--- src/hw/rtl/hcrd_pkg.sv ---
// Shared types and constants for the chunked response deframer.
package hcrd_pkg;

   // Error codes reported with each result word.
   typedef enum logic [2:0] {
      ERR_NONE        = 3'd0,
      ERR_BAD_STATUS  = 3'd1,
      ERR_EMPTY_SIZE  = 3'd2,
      ERR_MISSING_CRLF = 3'd3,
      ERR_SIZE_OVERFLOW = 3'd4,
      ERR_BUSY_ARM    = 3'd5,
      ERR_IDLE_BYTE   = 3'd6
   } error_type;

   // Input word kinds.
   localparam logic KIND_ARM  = 1'b0;
   localparam logic KIND_BYTE = 1'b1;

   // One result word of the decoder.
   typedef struct packed {
      logic       payload_valid;
      logic [7:0] payload_byte;
      logic       chunk_last;
      logic       header_done;
      logic       response_done;
      error_type  error_code;
   } result_type;

endpackage

--- src/hw/rtl/hcrd_decoder.sv ---
// Per-byte decoder state machine: status match, header scan, chunk framing.
module hcrd_decoder #(
   parameter int SIZE_DIGITS = 8
) (
   input  logic               clock,
   input  logic               reset,
   input  logic               step,
   input  logic               kind,
   input  logic [7:0]         data,
   output hcrd_pkg::result_type result
);
   import hcrd_pkg::*;

   localparam int AW = 4 * SIZE_DIGITS;
   localparam int CW = $clog2(SIZE_DIGITS + 1);
   localparam int STATUS_LEN = 17;
   localparam logic [7:0] CR = 8'd13;
   localparam logic [7:0] LF = 8'd10;

   typedef enum logic [3:0] {
      PH_IDLE    = 4'd0,
      PH_STATUS  = 4'd1,
      PH_HEADER  = 4'd2,
      PH_SIZE    = 4'd3,
      PH_SIZE_LF = 4'd4,
      PH_DATA    = 4'd5,
      PH_DATA_CR = 4'd6,
      PH_DATA_LF = 4'd7,
      PH_LAST_CR = 4'd8,
      PH_LAST_LF = 4'd9
   } phase_type;

   // Expected status line, one character per index.
   function automatic logic [7:0] status_char(input logic [4:0] idx);
      logic [7:0] c;
      case (idx)
         5'd0:    c = "H";
         5'd1:    c = "T";
         5'd2:    c = "T";
         5'd3:    c = "P";
         5'd4:    c = "/";
         5'd5:    c = "1";
         5'd6:    c = ".";
         5'd7:    c = "1";
         5'd8:    c = " ";
         5'd9:    c = "2";
         5'd10:   c = "0";
         5'd11:   c = "0";
         5'd12:   c = " ";
         5'd13:   c = "O";
         5'd14:   c = "K";
         5'd15:   c = CR;
         5'd16:   c = LF;
         default: c = 8'd0;
      endcase
      return c;
   endfunction

   // Hex digit decode: bit 4 flags a valid digit, bits 3:0 hold its value.
   function automatic logic [4:0] hex_value(input logic [7:0] c);
      logic [4:0] v;
      if (c >= "0" && c <= "9") begin
         v = {1'b1, 4'(c - "0")};
      end else if (c >= "a" && c <= "f") begin
         v = {1'b1, 4'(c - "a" + 8'd10)};
      end else if (c >= "A" && c <= "F") begin
         v = {1'b1, 4'(c - "A" + 8'd10)};
      end else begin
         v = 5'd0;
      end
      return v;
   endfunction

   phase_type      phase_ff, phase_in;
   logic [4:0]     match_idx_ff, match_idx_in;
   logic [1:0]     crlf_ff, crlf_in;
   logic [AW-1:0]  size_acc_ff, size_acc_in;
   logic [AW-1:0]  remaining_ff, remaining_in;
   logic [CW-1:0]  digit_count_ff, digit_count_in;
   logic           in_ext_ff, in_ext_in;
   logic [4:0]     hex;

   assign hex = hex_value(data);

   // Next state and result for the word at the input register.
   always_comb begin
      logic go_idle;
      go_idle        = 1'b0;
      phase_in       = phase_ff;
      match_idx_in   = match_idx_ff;
      crlf_in        = crlf_ff;
      size_acc_in    = size_acc_ff;
      remaining_in   = remaining_ff;
      digit_count_in = digit_count_ff;
      in_ext_in      = in_ext_ff;
      result         = '0;

      if (kind == KIND_ARM) begin
         if (phase_ff == PH_IDLE) begin
            go_idle  = 1'b1;
         end else begin
            result.error_code = ERR_BUSY_ARM;
            go_idle  = 1'b1;
         end
      end else begin
         case (phase_ff)
            PH_STATUS: begin
               if (match_idx_ff < 5'(STATUS_LEN) && data == status_char(match_idx_ff)) begin
                  match_idx_in = match_idx_ff + 5'd1;
                  if (match_idx_ff == 5'(STATUS_LEN - 1)) begin
                     phase_in = PH_HEADER;
                     crlf_in  = 2'd2;
                  end
               end else begin
                  result.error_code = ERR_BAD_STATUS;
                  go_idle = 1'b1;
               end
            end
            PH_HEADER: begin
               // Track CR LF CR LF; a status line ending counts as the first pair.
               if (data == CR) begin
                  crlf_in = (crlf_ff == 2'd2) ? 2'd3 : 2'd1;
               end else if (data == LF) begin
                  if (crlf_ff == 2'd1) begin
                     crlf_in = 2'd2;
                  end else if (crlf_ff == 2'd3) begin
                     result.header_done = 1'b1;
                     crlf_in        = 2'd0;
                     phase_in       = PH_SIZE;
                     size_acc_in    = '0;
                     digit_count_in = '0;
                     in_ext_in      = 1'b0;
                  end else begin
                     crlf_in = 2'd0;
                  end
               end else begin
                  crlf_in = 2'd0;
               end
            end
            PH_SIZE: begin
               if (in_ext_ff) begin
                  if (data == CR) begin
                     phase_in = PH_SIZE_LF;
                  end
               end else if (hex[4]) begin
                  if (digit_count_ff >= CW'(SIZE_DIGITS)) begin
                     result.error_code = ERR_SIZE_OVERFLOW;
                     go_idle = 1'b1;
                  end else begin
                     size_acc_in    = (size_acc_ff << 4) | AW'(hex[3:0]);
                     digit_count_in = digit_count_ff + CW'(1);
                  end
               end else if (digit_count_ff == '0) begin
                  result.error_code = ERR_EMPTY_SIZE;
                  go_idle = 1'b1;
               end else if (data == CR) begin
                  phase_in = PH_SIZE_LF;
               end else begin
                  in_ext_in = 1'b1;
               end
            end
            PH_SIZE_LF: begin
               if (data != LF) begin
                  result.error_code = ERR_MISSING_CRLF;
                  go_idle = 1'b1;
               end else if (size_acc_ff == '0) begin
                  phase_in = PH_LAST_CR;
               end else begin
                  remaining_in = size_acc_ff;
                  phase_in     = PH_DATA;
               end
            end
            PH_DATA: begin
               result.payload_valid = 1'b1;
               result.payload_byte  = data;
               if (remaining_ff <= AW'(1)) begin
                  result.chunk_last = 1'b1;
                  remaining_in      = '0;
                  phase_in          = PH_DATA_CR;
               end else begin
                  remaining_in = remaining_ff - AW'(1);
               end
            end
            PH_DATA_CR, PH_LAST_CR: begin
               if (data == CR) begin
                  phase_in = (phase_ff == PH_DATA_CR) ? PH_DATA_LF : PH_LAST_LF;
               end else begin
                  result.error_code = ERR_MISSING_CRLF;
                  go_idle = 1'b1;
               end
            end
            PH_DATA_LF: begin
               if (data == LF) begin
                  phase_in       = PH_SIZE;
                  size_acc_in    = '0;
                  digit_count_in = '0;
                  in_ext_in      = 1'b0;
               end else begin
                  result.error_code = ERR_MISSING_CRLF;
                  go_idle = 1'b1;
               end
            end
            PH_LAST_LF: begin
               if (data == LF) begin
                  result.response_done = 1'b1;
               end else begin
                  result.error_code = ERR_MISSING_CRLF;
               end
               go_idle = 1'b1;
            end
            default: begin
               result.error_code = ERR_IDLE_BYTE;
               go_idle = 1'b1;
            end
         endcase
      end

      // Any error or completion returns all state to its reset value.
      if (go_idle) begin
         phase_in       = PH_IDLE;
         match_idx_in   = '0;
         crlf_in        = '0;
         size_acc_in    = '0;
         remaining_in   = '0;
         digit_count_in = '0;
         in_ext_in      = 1'b0;
         // A clean arm moves on to the status line.
         if (kind == KIND_ARM && phase_ff == PH_IDLE) begin
            phase_in = PH_STATUS;
         end
      end
   end

   // Decoder state, advanced once per word.
   always_ff @(posedge clock) begin
      if (reset) begin
         phase_ff       <= PH_IDLE;
         match_idx_ff   <= '0;
         crlf_ff        <= '0;
         size_acc_ff    <= '0;
         remaining_ff   <= '0;
         digit_count_ff <= '0;
         in_ext_ff      <= 1'b0;
      end else if (step) begin
         phase_ff       <= phase_in;
         match_idx_ff   <= match_idx_in;
         crlf_ff        <= crlf_in;
         size_acc_ff    <= size_acc_in;
         remaining_ff   <= remaining_in;
         digit_count_ff <= digit_count_in;
         in_ext_ff      <= in_ext_in;
      end
   end

endmodule

--- src/hw/rtl/hcrd_out_reg.sv ---
// Result register that holds a word until the receiver takes it.
module hcrd_out_reg (
   input  logic                 clock,
   input  logic                 reset,
   input  logic                 load,
   input  hcrd_pkg::result_type result,
   input  logic                 rsp_tready,
   output logic                 rsp_tvalid,
   output hcrd_pkg::result_type held
);
   import hcrd_pkg::*;

   logic       valid_ff;
   result_type data_ff;

   assign rsp_tvalid = valid_ff;
   assign held       = data_ff;

   // Valid flag: set on load, cleared once the word is taken.
   always_ff @(posedge clock) begin
      if (reset) begin
         valid_ff <= 1'b0;
      end else if (load) begin
         valid_ff <= 1'b1;
      end else if (rsp_tready) begin
         valid_ff <= 1'b0;
      end
   end

   // Payload needs no reset.
   always_ff @(posedge clock) begin
      if (load) begin
         data_ff <= result;
      end
   end

endmodule

--- src/hw/rtl/http_chunked_response_deframer_core.sv ---
// Top level of the HTTP/1.1 chunked response deframer.
//
// Usage: each input word on the req_ channel is either an arm event
// (req_tuser = 0, a request was sent) or one received response byte
// (req_tuser = 1, byte in req_tdata). Every input word produces exactly
// one result word on the rsp_ channel: a payload byte flagged by
// rsp_tuser with rsp_tlast on the last byte of each chunk, plus header
// done, response done and an error code.
// Timing: an accepted word is registered in the input register, decoded
// combinationally and registered again in the output register that drives the rsp_ channel.
// Throughput: one word per cycle while the receiver keeps rsp_tready high;
// the decoder updates its state once per word.
// When the receiver stalls, the result stays in the output register and
// the input register holds one more word; req_tready then drops.
// Reset (synchronous, active high) empties both registers and returns the
// decoder to idle; the next word should be an arm event.
module http_chunked_response_deframer_core #(
   parameter int SIZE_DIGITS = 8
) (
   input  logic        clock,
   input  logic        reset,
   input  logic        req_tvalid,
   output logic        req_tready,
   input  logic [7:0]  req_tdata,  // [7:0] data
   input  logic [0:0]  req_tuser,  // [0] kind
   output logic        rsp_tvalid,
   input  logic        rsp_tready,
   output logic [15:0] rsp_tdata,  // [7:0] payload_byte, [8] header_done,
                                   // [9] response_done, [12:10] error_code
   output logic [0:0]  rsp_tuser,  // [0] payload_valid
   output logic        rsp_tlast   // chunk_last
);
   import hcrd_pkg::*;

   logic       in_valid_ff;
   logic       kind_ff;
   logic [7:0] data_ff;
   logic       advance;
   logic       step;
   result_type result;
   result_type held;

   // The input register moves on whenever the output register is free.
   assign advance    = !rsp_tvalid || rsp_tready;
   assign step       = in_valid_ff && advance;
   assign req_tready = !in_valid_ff || advance;

   // Input register.
   always_ff @(posedge clock) begin
      if (reset) begin
         in_valid_ff <= 1'b0;
      end else if (req_tvalid && req_tready) begin
         in_valid_ff <= 1'b1;
      end else if (advance) begin
         in_valid_ff <= 1'b0;
      end
   end

   always_ff @(posedge clock) begin
      if (req_tvalid && req_tready) begin
         kind_ff <= req_tuser[0];
         data_ff <= req_tdata;
      end
   end

   hcrd_decoder #(
      .SIZE_DIGITS(SIZE_DIGITS)
   ) u_decoder (
      .clock (clock),
      .reset (reset),
      .step  (step),
      .kind  (kind_ff),
      .data  (data_ff),
      .result(result)
   );

   hcrd_out_reg u_out_reg (
      .clock     (clock),
      .reset     (reset),
      .load      (step),
      .result    (result),
      .rsp_tready(rsp_tready),
      .rsp_tvalid(rsp_tvalid),
      .held      (held)
   );

   // Pack the result word onto the stream ports.
   assign rsp_tdata = {3'd0, held.error_code, held.response_done, held.header_done,
                       held.payload_byte};
   assign rsp_tuser = held.payload_valid;
   assign rsp_tlast = held.chunk_last;

endmodule
--- config.mk ---
export PLATFORM = sky130hd
export DESIGN_NAME = http_chunked_response_deframer_core
export DESIGN_NICKNAME = d
export VERILOG_FILES = /design/src/hw/rtl/hcrd_pkg.sv /design/src/hw/rtl/hcrd_decoder.sv /design/src/hw/rtl/hcrd_out_reg.sv /design/src/hw/rtl/http_chunked_response_deframer_core.sv
export SDC_FILE = /design/constraint.sdc
export NUM_CORES = 1
export LEC_CHECK = 0
export BUFFER_PORTS_ARGS = -buffer_cell sky130_fd_sc_hd__buf_4
export CORE_MARGIN = 2
export CORE_UTILIZATION = 56
export CTS_CLUSTER_SIZE = 12
export DETAILED_ROUTE_END_ITERATION = 12
export PLACE_DENSITY = 0.8
export SYNTH_ARGS = -nofsm -noshare
export SYNTH_HDL_FRONTEND = slang
export SYNTH_HIERARCHICAL = 1
export SYNTH_SLANG_ARGS = --single-unit
export TNS_END_PERCENT = 5
--- constraint.sdc ---
create_clock -name clock -period 3.6 [get_ports clock]
set_input_delay 0.72 -clock clock [delete_from_list [all_inputs] [get_ports clock]]
set_output_delay 0.72 -clock clock [all_outputs]
set_load 0.01 [all_outputs]
==> flow_summary.html, run 1 <==
<table>
<tr><th>Metric</th><th>Value</th></tr>
<tr><th colspan="2">Floorplanning</th></tr>
<tr><td>Die boundary height</td><td>110.5 µm</td></tr>
<tr><td>Starting utilization of the core area</td><td>58.05%</td></tr>
<tr><td>Num ports</td><td>33</td></tr>
<tr><td>Placement row count</td><td>38</td></tr>
<tr><td>Die outline area</td><td>12200 µm²</td></tr>
<tr><td>Chip Width</td><td>about 110 µm</td></tr>
<tr><td>Standard cell core area</td><td>about 11000 µm²</td></tr>
<tr><th colspan="2">Global routing</th></tr>
<tr><td>Via count of the first global-routing pass</td><td>5415</td></tr>
<tr><td>Overall global routing resource usage</td><td>27.37%</td></tr>
<tr><td>Antenna violations before repair</td><td>0</td></tr>
<tr><td>Global-route wire length before repair</td><td>27250 µm</td></tr>
<tr><td>Sum of overflow across all layers after global routing</td><td>0</td></tr>
<tr><td>Largest net degree at the start of global routing</td><td>70</td></tr>
<tr><th colspan="2">Power</th></tr>
<tr><td>Power Dens Cells</td><td>476.7 nW/µm²</td></tr>
<tr><td>Peak supply drop</td><td>0.0004438 V</td></tr>
<tr><td>Combinational cell fraction of total power</td><td>10.9%</td></tr>
<tr><td>Reg power frac</td><td>38.7%</td></tr>
<tr><td>Internal Dissipation</td><td>2.653 mW</td></tr>
<tr><td>Switching part of the total</td><td>roughly 24%</td></tr>
<tr><td>Clk network pwr share</td><td>50.5%</td></tr>
<tr><td>Switching pwr</td><td>0.8383 mW</td></tr>
<tr><td>Standby leakage power</td><td>2.828 nW</td></tr>
<tr><th colspan="2">Timing</th></tr>
<tr><td>Worst Tran Pin Value</td><td>0.9373 ns</td></tr>
<tr><td>Clock skew</td><td>approximately 0.0086 ns</td></tr>
<tr><td>Post-route fraction of the period consumed by the critical path</td><td>a little over nine tenths</td></tr>
<tr><td>Final setup vio count</td><td>0</td></tr>
<tr><td>Hold Vio Cnt, Final</td><td>0</td></tr>
<tr><td>Maximum clock rate</td><td>294.3 MHz</td></tr>
<tr><td>Count of final max-slew check failures</td><td>0</td></tr>
<tr><td>Unrepaired setup endpoints after global routing</td><td>yes</td></tr>
<tr><td>Relative slew margins</td><td>~37%</td></tr>
<tr><td>Min setup slack post-route</td><td>0.2024 ns</td></tr>
<tr><td>Clock period minus worst slack</td><td>3.398 ns</td></tr>
<tr><th colspan="2">Synthesis</th></tr>
<tr><td>Fraction of synthesis flops using an asynchronous set or reset pin</td><td>0%</td></tr>
<tr><td>Register area share after synthesis</td><td>39.42%</td></tr>
<tr><td>Number of distinct standard cells referenced by the synthesized netlist</td><td>81</td></tr>
<tr><td>Most common cell in the synthesized netlist</td><td>nand2_1</td></tr>
<tr><td>Most instantiated flip-flop cell in the synthesis netlist</td><td>dfxtp_1</td></tr>
<tr><td>Number of enable flip-flop cells after synthesis</td><td>24</td></tr>
<tr><td>Synthesis Warnings</td><td>6</td></tr>
<tr><td>Main area contributors after synthesis</td><td>dfxtp_1 28%, edfxtp_1 11%, nand2_1 6.0%</td></tr>
<tr><td>Cell taking the most area after synthesis</td><td>dfxtp_1</td></tr>
<tr><td>Number of synthesized register bits</td><td>113</td></tr>
<tr><td>Fraction of synthesized cell area taken by the top area cell type</td><td>28.06%</td></tr>
<tr><td>Syn Inst Count</td><td>772</td></tr>
<tr><td>Cell Area, Synth</td><td>6349 µm²</td></tr>
<tr><td>Most numerous cell types in the synthesized netlist</td><td>102 x nand2_1, 89 x dfxtp_1, 70 x a21oi_1</td></tr>
<tr><td>Mean instance size in the synthesized netlist</td><td>8.224 µm²</td></tr>
<tr><th colspan="2">CTS</th></tr>
<tr><td>Maximum count of clock buffers along a single path</td><td>2</td></tr>
<tr><td>Clock H-tree levels</td><td>4</td></tr>
<tr><td>Post-CTS setup buffer count</td><td>0</td></tr>
<tr><td>Clock tree from TritonCTS</td><td>yes</td></tr>
<tr><td>Clk sink count</td><td>~110</td></tr>
<tr><td>Clock Root Buffer</td><td>clkbuf_16</td></tr>
<tr><td>Source-to-sink clock delay at the later pin of the worst-skew pair</td><td>between 0.4 and 0.5 ns</td></tr>
<tr><td>CTS Hold Bufs</td><td>0</td></tr>
<tr><td>Register clock-pin slew on the reported worst setup and hold paths</td><td>0.05 ns</td></tr>
<tr><td>Number of CTS-inserted buffers</td><td>17</td></tr>
<tr><th colspan="2">Drt</th></tr>
<tr><td>Average wire per cell in the routed design</td><td>~18 µm</td></tr>
<tr><td>Detail Route Antenna Nets</td><td>0</td></tr>
<tr><td>Via-per-instance ratio</td><td>6.274</td></tr>
<tr><td>Number of violations reported at the end of detailed-routing iteration 0</td><td>approximately 630</td></tr>
<tr><td>Via count</td><td>5916</td></tr>
<tr><td>First-pass detailed-route iteration total</td><td>7</td></tr>
<tr><td>Sum of routed wire length over all layers</td><td>16880 µm</td></tr>
<tr><td>Remaining design rule violation count</td><td>0</td></tr>
<tr><th colspan="2">Flow run</th></tr>
<tr><td>Number of maximum-capacitance constraint violations</td><td>0</td></tr>
<tr><th colspan="2">Placement</th></tr>
<tr><td>Placed cell count</td><td>912</td></tr>
<tr><td>Post-Place Setup Slack</td><td>0.2931 ns</td></tr>
<tr><td>Final RePlAce weighted congestion</td><td>around 0.97</td></tr>
<tr><td>Detailed placement HPWL</td><td>11160 µm</td></tr>
<tr><td>Count of input and output buffers</td><td>29</td></tr>
<tr><th colspan="2">Worst hold path</th></tr>
<tr><td>Path class of the lowest-slack min-delay path</td><td>in -&gt; reg</td></tr>
<tr><th colspan="2">Finish</th></tr>
<tr><td># fillers</td><td>880</td></tr>
<tr><td>Register area</td><td>roughly 2500 µm²</td></tr>
<tr><td>Number of inserted diodes</td><td>0</td></tr>
<tr><td>Area used by multi-input combinational logic</td><td>between 3000 and 4000 µm²</td></tr>
<tr><td>Final cell utilization of the core</td><td>66.98%</td></tr>
<tr><td>Post-layout nets</td><td>817</td></tr>
<tr><td>Fraction of final layout cells with drive strength greater than 1</td><td>14.45%</td></tr>
<tr><td>Area overhead of the layout relative to synthesis</td><td>15.37%</td></tr>
<tr><td>Count of non-filler cells in the finished layout</td><td>943</td></tr>
<tr><th colspan="2">Critical path</th></tr>
<tr><td>Type of the setup path with the least slack</td><td>reg -&gt; reg</td></tr>
<tr><td>Cell-by-cell trace of the critical path</td><td>inv_1 &gt; ha_1 &gt; o311ai_1 &gt; a2111oi_2 &gt; a211oi_2 &gt; and2_1 &gt; nand3_1 &gt; a21o_1 &gt; ha_1 &gt; nor2b_1 &gt; o211ai_1</td></tr>
<tr><td>Worst Setup End Kind</td><td>register</td></tr>
<tr><td>Data required time of the worst path</td><td>3.88 ns</td></tr>
<tr><td>Worst Path Arrival</td><td>3.67 ns</td></tr>
<tr><td>Critical path's top delay family</td><td>compound AO/OA/AOI/OAI gates</td></tr>
<tr><td>Combined buffer and inverter count along the critical path</td><td>1</td></tr>
<tr><td>Master of the slowest instance on the critical path</td><td>edfxtp_1</td></tr>
<tr><td>Kind of launch point of the worst setup path</td><td>register</td></tr>
<tr><td>Critical path's largest stage delay</td><td>approximately 0.51 ns</td></tr>
<tr><td>Cell type with the highest occurrence count on the critical path</td><td>ha_1</td></tr>
<tr><td>Maximum fanout encountered on the critical timing path</td><td>8</td></tr>
<tr><th colspan="2">Run status</th></tr>
<tr><td>Status</td><td>completed</td></tr>
</table>
## final timing paths
kind / start / to / depth (start not counted) / slack, ns
setup / recovery: data_ff[0] / register / 11 / 0.20
hold / removal: req_tdata[6] / data_ff[6] / 1 / 0.48
setup reg to reg: data_ff[0] / register / 11 / 0.20
hold reg to reg: u_decoder/size_acc_ff[2] / u_decoder/size_acc_ff[6] / 2 / 0.49
## worst register-to-register path, stage by stage, from the launching register on
cell       delay [ns]
edfxtp_1         0.51
inv_1            0.13
ha_1             0.26
o311ai_1         0.46
a2111oi_2        0.20
a211oi_2         0.41
and2_1           0.31
nand3_1          0.13
a21o_1           0.25
ha_1             0.32
nor2b_1          0.17
o211ai_1         0.12
## flip-flops by register name, summed over array words and instances (netlist names), named ones only
register                  flops
data_ff                       8
in_valid_ff                   1
kind_ff                       1
u_decoder/crlf_ff             2
u_decoder/digit_count_ff      4
u_decoder/in_ext_ff           1
u_decoder/match_idx_ff        5
u_decoder/phase_ff            4
u_decoder/remaining_ff       32
u_decoder/size_acc_ff        32
u_out_reg/held               15
u_out_reg/rsp_tvalid          1
## kinds of logic after synthesis
family	after synthesis	share of synthesized area (%)
compound gates	191	20.06
xor+xnor	27	3.725
fa+ha+maj	13	2.562
buf+inv	79	5.124
flops	113	39.42
mux	4	0.6307
other cells	1	0.05907
simple gates	344	28.42
## per-layer routing
layer / track usage [%] / part of all wire [%] / vias up
met2: 41.96 / 46 / 293
met1: 37.38 / 43 / 2760
li1: - / - / 2835
met5: 0 / 0 / -
met4: 10.25 / 1.6 / 0
met3: 6.861 / 9.5 / 28
## cell usage in the layout (no fill, tap or decap), types with 10 or more instances in the layout
cell / netlist / layout
nand4_1: 10 / 10
a22oi_1: 19 / 19
o21ai_0: 27 / 27
a21o_1: 10 / 10
nor4_1: 13 / 13
clkbuf_16: 0 / 17
xnor2_1: 21 / 21
o31ai_1: 10 / 10
dfxtp_1: 89 / 89
a21oi_1: 70 / 69
nor2_1: 56 / 56
nand3_1: 40 / 40
inv_1: 26 / 26
buf_4: 3 / 50
and3_1: 15 / 15
nor3_1: 36 / 36
nand2b_1: 11 / 11
nand2_1: 102 / 102
ha_1: 13 / 13
edfxtp_1: 24 / 24
## what timing repair did
action,4_1_cts,5_1_grt
endpoints found under the setup margin,0,6
hold endpoints to repair,0,0
resized for setup,0,3
## final cells by class
cell class	instances	share of cell area, %
well taps	140	2.392
flip-flops and latches	113	34.16
multi-input cells	582	48.51
clock inverters	10	2.135
clock buffers	21	6.286
repair buffers	50	5.125
inverters	27	1.384
## through the flow
stage	hold slack (ns)	TNS (ns)	total power [mW]	cell area, µm²
after floorplan	0.4448	0	1.644	6356
final	0.4785	0	3.491	7325
after global placement	0.4610	0	1.729	6690
after CTS	0.4677	0	3.495	7307
after detailed placement	0.4771	0	1.741	6690
after global routing	0.4627	-0.03299	3.596	7325
## power by group through the flow
stage,registers (mW),logic [mW],clock network (mW)
6_report,1.35,0.379,1.76
4_1_cts,1.35,0.370,1.78
3_3_place_gp,1.37,0.356,0
2_1_floorplan,1.37,0.276,0
3_5_place_dp,1.37,0.366,0
5_1_grt,1.35,0.413,1.83
Note: power is estimated with default switching activity, not from simulation.
==> run 2: changes to the inputs <==
CORE_UTILIZATION = 65   (was 56)
PLACE_DENSITY = 0.87   (was 0.8)
clock period = 4.01 ns   (was 3.6 ns; I/O delays follow)
==> run 2 against run 1 <==
Compared with the run above:
- core utilization increased by 8.0 points
- final cell count is 1.5% lower
- via count is 0.74% higher
- die area shrank 13%
- highest routed layer unchanged
==> flow_summary.html, run 2 (synthesis results as in run 1) <==
<table>
<tr><th>Metric</th><th>Value</th></tr>
<tr><th colspan="2">Critical path</th></tr>
<tr><td>Worst-case register-to-register setup slack</td><td>0.40 ns (+0.20 ns)</td></tr>
<tr><td>Reg2reg path depth</td><td>12 (+1)</td></tr>
<tr><td>Type of the setup path with the least slack</td><td>reg -&gt; reg</td></tr>
<tr><td>Worst Setup End Kind</td><td>register</td></tr>
<tr><td>Kind of launch point of the worst setup path</td><td>register</td></tr>
<tr><td>Beginning of the worst register-to-register path</td><td>data_ff[0]</td></tr>
<tr><td>Maximum fanout encountered on the critical timing path</td><td>8 (unchanged)</td></tr>
<tr><td>Data required time of the worst path</td><td>4.44 ns (+0.56 ns)</td></tr>
<tr><td>Worst Path Arrival</td><td>4.04 ns (+0.37 ns)</td></tr>
<tr><th colspan="2">Finish</th></tr>
<tr><td># fillers</td><td>733 (-17%)</td></tr>
<tr><td>Number of inserted diodes</td><td>0 (unchanged)</td></tr>
<tr><td>Register area</td><td>2502 µm² (unchanged)</td></tr>
<tr><td>Area used by multi-input combinational logic</td><td>3536 µm² (-0.49%)</td></tr>
<tr><td>Leading cell types in the layout, fill and taps excluded</td><td>102 x nand2_1, 89 x dfxtp_1, 69 x a21oi_1</td></tr>
<tr><td>Area overhead of the layout relative to synthesis</td><td>13.84%</td></tr>
<tr><td>Fraction of final layout cells with drive strength greater than 1</td><td>13.57% (-0.88 points)</td></tr>
<tr><td>Post-layout nets</td><td>809 (-0.98%)</td></tr>
<tr><td>Count of non-filler cells in the finished layout</td><td>929 (-1.5%)</td></tr>
<tr><td>Most common cell after layout, fill and taps aside</td><td>nand2_1</td></tr>
<tr><th colspan="2">Timing</th></tr>
<tr><td>Clock period minus worst slack</td><td>3.610 ns (+0.2125 ns)</td></tr>
<tr><td>Setup TNS</td><td>0 ns (unchanged)</td></tr>
<tr><td>Count of final max-slew check failures</td><td>0 (unchanged)</td></tr>
<tr><td>Clock skew</td><td>0.01376 ns (+0.005184 ns)</td></tr>
<tr><td>Hold Vio Cnt, Final</td><td>0 (unchanged)</td></tr>
<tr><td>Post-route fraction of the period consumed by the critical path</td><td>90.03% (-4.4 points)</td></tr>
<tr><td>Worst Tran Pin Value</td><td>0.8571 ns (-0.08017 ns)</td></tr>
<tr><td>Final setup vio count</td><td>0 (unchanged)</td></tr>
<tr><td>Unrepaired setup endpoints after global routing</td><td>no</td></tr>
<tr><td>Maximum clock rate</td><td>277.0 MHz (-5.9%)</td></tr>
<tr><td>Relative slew margins</td><td>42.11% (+4.8 points)</td></tr>
<tr><th colspan="2">Drt</th></tr>
<tr><td>Remaining design rule violation count</td><td>0 (unchanged)</td></tr>
<tr><td>Detail Route Antenna Nets</td><td>0 (unchanged)</td></tr>
<tr><td>Sum of routed wire length over all layers</td><td>16860 µm (-0.13%)</td></tr>
<tr><td>Via-per-instance ratio</td><td>6.416 (+2.3%)</td></tr>
<tr><td>Highest metal layer with signal wires</td><td>met4</td></tr>
<tr><td>First-pass detailed-route iteration total</td><td>5 (-2)</td></tr>
<tr><td>Metal3 WL</td><td>1531 µm (-4.5%)</td></tr>
<tr><td>Number of violations reported at the end of detailed-routing iteration 0</td><td>499 (-21%)</td></tr>
<tr><td>Via count</td><td>5960 (+0.74%)</td></tr>
<tr><td>Average wire per cell in the routed design</td><td>18.15 µm (+1.4%)</td></tr>
<tr><td>Met2 wirelength from detailed routing</td><td>7606 µm (-1.4%)</td></tr>
<tr><td>Metal1 wirelength</td><td>7265 µm (-0.30%)</td></tr>
<tr><th colspan="2">Power</th></tr>
<tr><td>Switching part of the total</td><td>25.02% (+1.0 points)</td></tr>
<tr><td>Clk network pwr share</td><td>49.9% (-0.6 points)</td></tr>
<tr><td>Internal Dissipation</td><td>2.313 mW (-13%)</td></tr>
<tr><td>Power Dens Cells</td><td>426.8 nW/µm² (-10%)</td></tr>
<tr><td>Total Power</td><td>3.084 mW (-12%)</td></tr>
<tr><td>Standby leakage power</td><td>2.761 nW (-2.4%)</td></tr>
<tr><td>Peak supply drop</td><td>0.0003627 V (-18%)</td></tr>
<tr><td>Combinational cell fraction of total power</td><td>10.5% (-0.4 points)</td></tr>
<tr><td>Switching pwr</td><td>0.7717 mW (-7.9%)</td></tr>
<tr><td>Reg power frac</td><td>39.6% (+0.9 points)</td></tr>
<tr><th colspan="2">Worst hold path</th></tr>
<tr><td>Path class of the lowest-slack min-delay path</td><td>in -&gt; reg</td></tr>
<tr><td>Hold endpoint</td><td>data_ff[7]</td></tr>
<tr><td>Cell depth of the worst hold path</td><td>1 (unchanged)</td></tr>
<tr><td>Hold path startpoint</td><td>req_tdata[7]</td></tr>
<tr><th colspan="2">Run status</th></tr>
<tr><td>Status</td><td>completed</td></tr>
<tr><th colspan="2">CTS</th></tr>
<tr><td>Clock H-tree levels</td><td>4 (unchanged)</td></tr>
<tr><td>Number of CTS-inserted buffers</td><td>17 (unchanged)</td></tr>
<tr><td>Clock Root Buffer</td><td>clkbuf_8</td></tr>
<tr><td>PostCTS Resize Cnt</td><td>0 (unchanged)</td></tr>
<tr><td>Post-CTS setup buffer count</td><td>0 (unchanged)</td></tr>
<tr><td>CTS Hold Bufs</td><td>0 (unchanged)</td></tr>
<tr><td>Clock tree from TritonCTS</td><td>yes</td></tr>
<tr><td>Source-to-sink clock delay at the later pin of the worst-skew pair</td><td>0.53 ns (+0.12 ns)</td></tr>
<tr><td>Clk sink count</td><td>113 (unchanged)</td></tr>
<tr><td>Maximum count of clock buffers along a single path</td><td>2 (unchanged)</td></tr>
<tr><td>Register clock-pin slew on the reported worst setup and hold paths</td><td>0.06 ns (about the same)</td></tr>
<tr><th colspan="2">Global routing</th></tr>
<tr><td>Sum of overflow across all layers after global routing</td><td>0 (unchanged)</td></tr>
<tr><td>Antenna violations before repair</td><td>0 (unchanged)</td></tr>
<tr><td>Largest net degree at the start of global routing</td><td>71 (+1.4%)</td></tr>
<tr><td>Global-route wire length before repair</td><td>26550 µm (-2.6%)</td></tr>
<tr><td>Overall global routing resource usage</td><td>32.72% (+5.4 points)</td></tr>
<tr><td>Via count of the first global-routing pass</td><td>5429 (+0.26%)</td></tr>
<tr><th colspan="2">Placement</th></tr>
<tr><td>Detailed placement HPWL</td><td>11100 µm (-0.55%)</td></tr>
<tr><td>Final RePlAce weighted congestion</td><td>0.9462 (-2.7%)</td></tr>
<tr><td>Placed cell count</td><td>897 (-1.6%)</td></tr>
<tr><td>Count of input and output buffers</td><td>29 (unchanged)</td></tr>
<tr><th colspan="2">Floorplanning</th></tr>
<tr><td>Standard cell core area</td><td>9639 µm² (-12%)</td></tr>
<tr><td>Chip Width</td><td>102.8 µm (-6.9%)</td></tr>
<tr><td>Die boundary height</td><td>102.8 µm (-6.9%)</td></tr>
<tr><td>Num ports</td><td>33 (unchanged)</td></tr>
<tr><td>Placement row count</td><td>36 (-5.3%)</td></tr>
<tr><td>Die outline area</td><td>10570 µm² (-13%)</td></tr>
<tr><td>Starting utilization of the core area</td><td>65.86% (+7.8 points)</td></tr>
<tr><th colspan="2">Flow run</th></tr>
<tr><td>Number of maximum-capacitance constraint violations</td><td>0 (unchanged)</td></tr>
</table>
-- run 2: critical path: stages (launching register included) --
cell and delay, ns:
edfxtp_1 0.51, inv_1 0.15, ha_1 0.21, inv_1 0.07
o311ai_1 0.47, a2111oi_2 0.19, a211oi_2 0.51, nand2_2 0.30
o32a_1 0.36, ha_1 0.30, inv_1 0.13, nand3_1 0.09
and3_1 0.21
-- run 2: per-layer routing --
layer,global-route usage [%],vias up
li1,-,2804
met1,44.16,2814
met2,48.16,294
met3,10.17,48
met4,15.08,0
met5,0,-
-- run 2: cell type report --
class | count | share of cell area [%]
Timing Repair Buffer | 42 | 4.363
Tap cell | 133 | 2.303
Clock inverter | 15 | 2.649
Sequential cell | 113 | 34.63
Multi-Input combinational cell | 582 | 48.93
Inverter | 27 | 1.402
Clock buffer | 17 | 5.731
-- run 2: worst max path at each step --
stage	slack [ns]	from	to
after floorplan	0.14	rsp_tready	u_decoder/remaining_ff[12]
after global placement	0.84	u_decoder/phase_ff[0]	register
after detailed placement	0.57	data_ff[0]	register
after CTS	0.52	data_ff[0]	register
after global routing	0.31	u_decoder/phase_ff[0]	register
final	0.40	data_ff[0]	register
-- run 2: stage by stage --
step	setup WS, ns	utilization [%]	cell area (µm²)	hold WS [ns]
2_1_floorplan	0.1399	-	6356	0.4448
3_3_place_gp	0.8425	68.69	6621	0.4584
3_5_place_dp	0.5733	68.69	6621	0.4703
4_1_cts	0.5152	74.97	7227	0.4236
5_1_grt	0.3059	74.97	7227	0.4224
6_report	0.3999	74.97	7227	0.4405
-- run 2: power groups by stage --
stage	logic [mW]	registers, mW	clock network, mW
global route	0.353	1.22	1.60
global placement	0.303	1.24	0
floorplan	0.247	1.23	0
CTS	0.318	1.22	1.55
finish	0.325	1.22	1.54
detailed placement	0.314	1.24	0
